### config.mk
export PLATFORM = sky130hd
export DESIGN_NAME = c_string_literal_escaper_core
export DESIGN_NICKNAME = d
export VERILOG_FILES = /design/src/cslesc_pkg.sv /design/src/c_string_literal_escaper_core.sv /design/src/cslesc_front.sv /design/src/cslesc_queue.sv /design/src/cslesc_back.sv
export SDC_FILE = /design/constraint.sdc
export NUM_CORES = 1
export LEC_CHECK = 0
export BUFFER_PORTS_ARGS = -buffer_cell sky130_fd_sc_hd__buf_4
export CELL_PAD_IN_SITES_DETAIL_PLACEMENT = 0
export CELL_PAD_IN_SITES_GLOBAL_PLACEMENT = 1
export CORE_MARGIN = 4
export CORE_UTILIZATION = 40
export CTS_CLUSTER_SIZE = 14
export DETAILED_ROUTE_END_ITERATION = 10
export GPL_TIMING_DRIVEN = 0
export PLACE_DENSITY_LB_ADDON = 0.15
export SYNTH_ARGS = -nofsm -noshare
export SYNTH_HDL_FRONTEND = slang
export SYNTH_SLANG_ARGS = --single-unit
### constraint.sdc
create_clock -name aclk -period 3.6 [get_ports aclk]
set_clock_uncertainty 0.1 [all_clocks]
set_input_delay 0.18 -clock aclk [delete_from_list [all_inputs] [get_ports aclk]]
set_output_delay 0.18 -clock aclk [all_outputs]
set_load 0.05 [all_outputs]
### src/cslesc_pkg.sv
// Types, character codes and helpers shared by the escaper core modules.
`default_nettype none
package cslesc_pkg;

    typedef enum logic [1:0] {
        MODE_NEVER  = 2'd0,
        MODE_STD    = 2'd1,
        MODE_STRICT = 2'd2,
        MODE_NUMBER = 2'd3
    } mode_t;

    // How the back end expands one queued item
    typedef enum logic [1:0] {
        KIND_RAW  = 2'd0,
        KIND_PAIR = 2'd1,
        KIND_HEX  = 2'd2,
        KIND_EOL  = 2'd3
    } kind_t;

    typedef struct packed {
        logic       open;
        kind_t      kind;
        logic [7:0] data;
    } rec_t;

    localparam int QUEUE_DEPTH = 2;

    localparam logic [7:0] CH_QUOTE   = 8'h22;
    localparam logic [7:0] CH_APOS    = 8'h27;
    localparam logic [7:0] CH_BSLASH  = 8'h5c;
    localparam logic [7:0] CH_ZERO    = 8'h30;
    localparam logic [7:0] CH_X       = 8'h78;
    localparam logic [7:0] CH_NL      = 8'h0a;
    localparam logic [7:0] CH_DEL     = 8'h7f;
    localparam logic [7:0] CTRL_LAST  = 8'h1f;
    localparam logic [7:0] HEX_ALPHA  = 8'h57;

    function automatic logic [7:0] hex_digit(input logic [3:0] n);
        logic [7:0] wide;
        wide = {4'h0, n};
        hex_digit = (n < 4'd10) ? (CH_ZERO + wide) : (HEX_ALPHA + wide);
    endfunction

    function automatic logic [2:0] kind_len(input kind_t k);
        case (k)
            KIND_RAW:  kind_len = 3'd1;
            KIND_PAIR: kind_len = 3'd2;
            KIND_HEX:  kind_len = 3'd4;
            KIND_EOL:  kind_len = 3'd2;
            default:   kind_len = 3'd1;
        endcase
    endfunction

endpackage
`default_nettype wire

### src/c_string_literal_escaper_core.sv
// Top level of the C string literal escaper: front end, item queue, back end.
//
// Input channel (s_): one beat per text byte in s_tdata, or an end-of-line
// beat with s_tlast high (s_tdata ignored). Output channel (m_): one literal
// byte per beat in m_tdata; m_tlast marks the final byte of each input beat.
// The first beat of a line adds an opening quote; end-of-line gives a quote
// and a newline. The configuration channel (cfg_) sets the escape mode:
// 0 none, 1 standard, 2 strict with high bytes, 3 every byte as \xHH.
// Write it only while the block is idle; cfg_ready is always high.
// The first output byte of a beat goes through the queue, then the output
// register. The back end sends one byte per cycle while the receiver is
// ready and the queue holds an item. An input beat gives 1 to 5 output bytes
// (4 or 5 for a hex escape), and the output channel sets the sustained rate.
// Reset clears the open-line flag, empties the queue, drops m_tvalid and
// selects standard mode. When the receiver stalls, the output register holds
// its byte, the two-entry queue fills, and then s_tready falls.
`default_nettype none
module c_string_literal_escaper_core (
    input  wire logic       aclk,
    input  wire logic       aresetn,
    input  wire logic       s_tvalid,
    output logic            s_tready,
    input  wire logic [7:0] s_tdata,   // [7:0] char_in
    input  wire logic       s_tlast,   // end_line
    output logic            m_tvalid,
    input  wire logic       m_tready,
    output logic [7:0]      m_tdata,   // [7:0] out_char
    output logic            m_tlast,   // last
    input  wire logic       cfg_valid,
    output logic            cfg_ready,
    input  wire logic [1:0] cfg_data   // [1:0] escape_mode
);

    cslesc_pkg::rec_t push_rec, head_rec;
    logic             push, full, pop, head_valid;

    cslesc_front u_front (
        .aclk      (aclk),
        .aresetn   (aresetn),
        .s_tvalid  (s_tvalid),
        .s_tready  (s_tready),
        .s_tdata   (s_tdata),
        .s_tlast   (s_tlast),
        .cfg_valid (cfg_valid),
        .cfg_ready (cfg_ready),
        .cfg_data  (cfg_data),
        .q_full    (full),
        .q_push    (push),
        .q_rec     (push_rec)
    );

    cslesc_queue u_queue (
        .aclk       (aclk),
        .aresetn    (aresetn),
        .push       (push),
        .push_rec   (push_rec),
        .full       (full),
        .pop        (pop),
        .head_valid (head_valid),
        .head_rec   (head_rec)
    );

    cslesc_back u_back (
        .aclk       (aclk),
        .aresetn    (aresetn),
        .head_valid (head_valid),
        .head_rec   (head_rec),
        .pop        (pop),
        .m_tvalid   (m_tvalid),
        .m_tready   (m_tready),
        .m_tdata    (m_tdata),
        .m_tlast    (m_tlast)
    );

endmodule
`default_nettype wire

### src/cslesc_front.sv
// Front end: takes input beats, tracks the open line and classifies each byte.
`default_nettype none
module cslesc_front (
    input  wire logic             aclk,
    input  wire logic             aresetn,
    input  wire logic             s_tvalid,
    output logic                  s_tready,
    input  wire logic [7:0]       s_tdata,   // [7:0] char_in
    input  wire logic             s_tlast,   // end_line
    input  wire logic             cfg_valid,
    output logic                  cfg_ready,
    input  wire logic [1:0]       cfg_data,  // [1:0] escape_mode
    input  wire logic             q_full,
    output logic                  q_push,
    output cslesc_pkg::rec_t      q_rec
);

    cslesc_pkg::mode_t mode_reg, mode_next;
    logic              line_open_reg, line_open_next;
    cslesc_pkg::kind_t text_kind;
    logic [7:0]        text_data;
    logic              is_ctrl;

    assign s_tready  = !q_full;
    assign cfg_ready = 1'b1;
    assign q_push    = s_tvalid && !q_full;

    always_ff @(posedge aclk) begin
        if (!aresetn) begin
            mode_reg      <= cslesc_pkg::MODE_STD;
            line_open_reg <= 1'b0;
        end else begin
            mode_reg      <= mode_next;
            line_open_reg <= line_open_next;
        end
    end

    always_comb begin
        mode_next      = cfg_valid ? cslesc_pkg::mode_t'(cfg_data) : mode_reg;
        line_open_next = q_push ? !s_tlast : line_open_reg;
    end

    always_comb begin
        is_ctrl   = (s_tdata <= cslesc_pkg::CTRL_LAST) || (s_tdata == cslesc_pkg::CH_DEL);
        text_kind = cslesc_pkg::KIND_RAW;
        text_data = s_tdata;
        case (mode_reg)
            cslesc_pkg::MODE_NEVER: begin
                text_kind = cslesc_pkg::KIND_RAW;
            end
            cslesc_pkg::MODE_NUMBER: begin
                text_kind = cslesc_pkg::KIND_HEX;
            end
            default: begin
                if (s_tdata inside {cslesc_pkg::CH_QUOTE, cslesc_pkg::CH_APOS,
                                    cslesc_pkg::CH_BSLASH}) begin
                    text_kind = cslesc_pkg::KIND_PAIR;
                end else if (s_tdata == 8'h00) begin
                    // NUL gets the short octal form
                    text_kind = cslesc_pkg::KIND_PAIR;
                    text_data = cslesc_pkg::CH_ZERO;
                end else if (is_ctrl ||
                             (mode_reg == cslesc_pkg::MODE_STRICT && s_tdata[7])) begin
                    text_kind = cslesc_pkg::KIND_HEX;
                end else begin
                    text_kind = cslesc_pkg::KIND_RAW;
                end
            end
        endcase
    end

    always_comb begin
        q_rec.open = !line_open_reg;
        q_rec.kind = s_tlast ? cslesc_pkg::KIND_EOL : text_kind;
        q_rec.data = text_data;
    end

endmodule
`default_nettype wire

### src/cslesc_queue.sv
// Short queue of classified items between the front and back ends.
`default_nettype none
module cslesc_queue (
    input  wire logic             aclk,
    input  wire logic             aresetn,
    input  wire logic             push,
    input  wire cslesc_pkg::rec_t push_rec,
    output logic                  full,
    input  wire logic             pop,
    output logic                  head_valid,
    output cslesc_pkg::rec_t      head_rec
);

    localparam int DEPTH = cslesc_pkg::QUEUE_DEPTH;
    localparam int PW    = (DEPTH > 1) ? $clog2(DEPTH) : 1;
    localparam int CW    = $clog2(DEPTH + 1);

    cslesc_pkg::rec_t mem [DEPTH];
    logic [PW-1:0]    wr_ptr_reg, wr_ptr_next;
    logic [PW-1:0]    rd_ptr_reg, rd_ptr_next;
    logic [CW-1:0]    count_reg, count_next;
    logic             do_push, do_pop;

    assign full       = (count_reg == CW'(DEPTH));
    assign head_valid = (count_reg != '0);
    assign head_rec   = mem[rd_ptr_reg];
    assign do_push    = push && !full;
    assign do_pop     = pop && head_valid;

    function automatic logic [PW-1:0] ptr_inc(input logic [PW-1:0] p);
        ptr_inc = (p == PW'(DEPTH - 1)) ? '0 : p + PW'(1);
    endfunction

    always_comb begin
        wr_ptr_next = do_push ? ptr_inc(wr_ptr_reg) : wr_ptr_reg;
        rd_ptr_next = do_pop  ? ptr_inc(rd_ptr_reg) : rd_ptr_reg;
        count_next  = count_reg + CW'(do_push) - CW'(do_pop);
    end

    always_ff @(posedge aclk) begin
        if (do_push) begin
            mem[wr_ptr_reg] <= push_rec;
        end
    end

    always_ff @(posedge aclk) begin
        if (!aresetn) begin
            wr_ptr_reg <= '0;
            rd_ptr_reg <= '0;
            count_reg  <= '0;
        end else begin
            wr_ptr_reg <= wr_ptr_next;
            rd_ptr_reg <= rd_ptr_next;
            count_reg  <= count_next;
        end
    end

endmodule
`default_nettype wire

### src/cslesc_back.sv
// Back end: expands the head item into literal bytes, one per unstalled cycle.
`default_nettype none
module cslesc_back (
    input  wire logic             aclk,
    input  wire logic             aresetn,
    input  wire logic             head_valid,
    input  wire cslesc_pkg::rec_t head_rec,
    output logic                  pop,
    output logic                  m_tvalid,
    input  wire logic             m_tready,
    output logic [7:0]            m_tdata,   // [7:0] out_char
    output logic                  m_tlast    // last
);

    logic [2:0] step_reg, step_next;
    logic       m_tvalid_reg, m_tvalid_next;
    logic [7:0] m_tdata_reg, m_tdata_next;
    logic       m_tlast_reg, m_tlast_next;
    logic       load, final_step;
    logic [2:0] total, body_idx;
    logic [7:0] cur_byte;

    assign m_tvalid = m_tvalid_reg;
    assign m_tdata  = m_tdata_reg;
    assign m_tlast  = m_tlast_reg;

    always_comb begin
        total      = {2'b00, head_rec.open} + cslesc_pkg::kind_len(head_rec.kind);
        body_idx   = step_reg - {2'b00, head_rec.open};
        final_step = (step_reg == total - 3'd1);
        load       = head_valid && (!m_tvalid_reg || m_tready);
        pop        = load && final_step;

        if (head_rec.open && step_reg == 3'd0) begin
            cur_byte = cslesc_pkg::CH_QUOTE;
        end else begin
            case (head_rec.kind)
                cslesc_pkg::KIND_RAW: begin
                    cur_byte = head_rec.data;
                end
                cslesc_pkg::KIND_PAIR: begin
                    cur_byte = (body_idx == 3'd0) ? cslesc_pkg::CH_BSLASH : head_rec.data;
                end
                cslesc_pkg::KIND_HEX: begin
                    case (body_idx)
                        3'd0:    cur_byte = cslesc_pkg::CH_BSLASH;
                        3'd1:    cur_byte = cslesc_pkg::CH_X;
                        3'd2:    cur_byte = cslesc_pkg::hex_digit(head_rec.data[7:4]);
                        default: cur_byte = cslesc_pkg::hex_digit(head_rec.data[3:0]);
                    endcase
                end
                default: begin
                    cur_byte = (body_idx == 3'd0) ? cslesc_pkg::CH_QUOTE : cslesc_pkg::CH_NL;
                end
            endcase
        end

        // advance through the item, restart on its final byte
        step_next     = load ? (final_step ? 3'd0 : step_reg + 3'd1) : step_reg;
        m_tvalid_next = load ? 1'b1 : (m_tready ? 1'b0 : m_tvalid_reg);
        m_tdata_next  = load ? cur_byte : m_tdata_reg;
        m_tlast_next  = load ? final_step : m_tlast_reg;
    end

    always_ff @(posedge aclk) begin
        if (!aresetn) begin
            step_reg     <= 3'd0;
            m_tvalid_reg <= 1'b0;
        end else begin
            step_reg     <= step_next;
            m_tvalid_reg <= m_tvalid_next;
        end
    end

    always_ff @(posedge aclk) begin
        m_tdata_reg <= m_tdata_next;
        m_tlast_reg <= m_tlast_next;
    end

endmodule
`default_nettype wire

==> impl_results.md <==
- Synth area leader: edfxtp_1
- H-tree depth: 2
- # nets final: between 200 and 300
- Critical path's top delay family: adder cells
- WL/cell: ~14 µm
- CTS Root Cell: clkbuf_8
- Type of origin of the critical path: register
- FP Rows: 28
- DP HPWL: around 3300 µm
- Ant. Diodes: 0
- Die area: 7440 µm²
- VDD IR max: about 390 µV
- Sequential area share after synthesis: 0.478
- RSZ-0062 raised after global routing: no
- DP Worst Slack: roughly 0.33 ns
- Ys Warns: 0
- Post-Route WL: around 4400 µm
- Grt met2 use: 0.206
- Most common cell after layout, fill and taps aside: edfxtp_1
- Via Count: between 1500 and 2000
- Power density cells: 788 nW/µm²
- Synthesized area: around 2500 µm²
- Starting DRT DRC Count: 59
- Most frequent cells in the layout: 31 x edfxtp_1, 27 x buf_4, 17 x nand2_1
- Worst Hold Class: in2reg
- Placed cell area: about 2700 µm²
- Total core area: between 5000 and 6000 µm²
- Most used cell, CP: ha_1
- Minimum clock period: 3.26 ns
- Vias in the first global route: ~1600
- Busiest grt layer: met2
- Largest net degree at the start of global routing: 15
- Footprint of the multi-input gates: approximately 1200 µm²
- TritonCTS clock tree: yes
- PostCTS Resize Cnt: 0
- Global-route wire length before repair: approximately 7400 µm
- # clock sinks: 43
- Leak Pwr: roughly 1.1 nW
- CP max-delay cell: mux2i_4
- Die width: around 86 µm
- FF+latch count, synth: 43
- Initial Utilization: 0.414
- Clock-pin slew of the registers on the worst-case setup and hold paths: approximately 0.08 ns
- Overflow after GRT: 0
- Fillcell total: 567
- Largest stage delay, worst path: 0.41 ns
- Max clock buf depth: 2
- Setup-failing EPs final: 0
- CTS Buf Count: 5
- DRT Pass-1 Iters: 4
- # port buffers: 26
- Status: completed
- Global Route Usage Sum: 0.128
- Relative max-transition margin: 0.249
- Worst Setup End Kind: register
- CP Class: reg2reg
- Antenna-violating nets left: 0
- Worst slew pin tran: ~1.1 ns
- Ys flop type: edfxtp_1
- Syn avg cell area: about 12 µm²
- Cell-by-cell trace of the critical path: buf_6, buf_6, mux2i_4, nand2_1, ha_1, ha_1, xnor2_1, nor2_1, and3_1, buf_6, ha_1, inv_1, ha_1, xnor2_1, xnor2_1, and2_1
- Synthesized net count: 237
- I/O pin total: 28
- Max reg flops: 22
- Synth top area cells: edfxtp_1 38%, dfxtp_1 9.8%, ha_1 6.1%
- Post-synth EDFFs: 31
- Placed cells: 310
- Post-CTS Setup Bufs: 0
- Post-route cell area: approximately 2900 µm²
- WP buf/inv: 4
- Finished Layout Cells: between 300 and 400
- Final Cycle Share: 0.905
- Synth async-reset ratio: 0
- Antenna violations before repair: 0
- Crit Path Max Fanout: 10
- Met1 usage: 0.167
- CP Data Required Time: ~3.7 ns
- Fmax: 0.307 GHz
- Worst skew pair latency: around 0.29 ns
- Worst Path Arrival: 3.35 ns
- Share of cells above drive strength 1: 0.245
- Register Area: 1170 µm²
- Drt via density: 5.03
- Share of the synthesized area in the top cell type: 0.380
- Area grow syn2layout: 17.0%
- Max-slew violation count: 0
- Met3 usage: 0.0333
- Final WS setup: 0.343 ns
- Fin Setup TNS: 0 ns
- Die height: 86.3 µm
- Final hold vios: 0
- Gate Count Post-Synth: 209
- Placer Congestion: roughly 0.83
- Max-cap viol count: 0
- DR DRC count: 0
- Synth cell types: 57
[synth_stat cells, types with 3 or more instances]
master    instances
xnor2_1           9
o21ai_0           6
and3_1            4
nor3b_2           3
ha_1             12
nor3_1            4
buf_6             3
a21oi_1           6
and2_1            3
inv_1             8
mux2i_4           4
clkbuf_1          7
nand3_1           6
and4b_1           3
mux2i_1           6
dfxtp_1          12
nand2_1          17
a31oi_1           3
nor2b_1           4
edfxtp_1         31
nand3b_1          3
xor2_1            3
nor2_1            8
[per-layer routing]
layer | up-vias | part of all wire
li1 | 837 | -
met1 | 734 | 0.48
met2 | 32 | 0.46
met3 | 5 | 0.052
met4 | 0 | 0.014
met5 | - | 0
[worst paths after layout]
| path | startpoint | endpoint | slack (ns) | depth (start not counted) |
|---|---|---|---|---|
| setup / recovery | register | u_queue.count_reg[1] | 0.34 | 16 |
| hold / removal | aresetn | u_back.step_reg[2] | 0.06 | 2 |
| setup reg to reg | register | u_queue.count_reg[1] | 0.34 | 16 |
| hold reg to reg | u_front.line_open_reg | u_queue.mem[1][10] | 0.39 | 1 |
[per-stage QoR]
step           hold slack, ns  total power, W   util
2_1_floorplan           0.206         0.00165      -
3_3_place_gp            0.298         0.00191  0.463
3_5_place_dp            0.299         0.00191  0.463
4_1_cts                0.0397         0.00229  0.485
5_1_grt                0.0312         0.00243  0.485
6_report               0.0552         0.00226  0.485
[kinds of logic (layout without fill, tap and decap cells)]
family / Yosys count / after routing / share of synthesized area
other cells: 1 / 1 / 0.00153
flops: 43 / 43 / 0.478
simple gates: 65 / 65 / 0.154
xor+xnor: 13 / 13 / 0.0495
mux: 16 / 16 / 0.0939
fa+ha+maj: 12 / 12 / 0.0613
compound gates: 38 / 38 / 0.117
buf+inv: 21 / 57 / 0.0449
[power by group]
group          total [W]  internal [W]  switching, W
Sequential      0.000734      0.000684     0.0000495
Combinational    0.00116      0.000457      0.000698
Clock           0.000373      0.000208      0.000165
[layout make-up]
cell class	instances	share of cell area
sequential	43	0.408
multi-input combinational	145	0.408
timing repair buffer	28	0.0750
tap	75	0.0327
clock buffer	6	0.0253
buffer	11	0.0235
inverter	10	0.0148
clock inverter	2	0.0126
[timing repair]
action / in CTS / in global routing
endpoints found under the setup margin: 0 / 0
hold buffers: 2 / 0
endpoints found under the hold margin: 1 / 0
No activity file was read; power rests on OpenSTA's default activity.
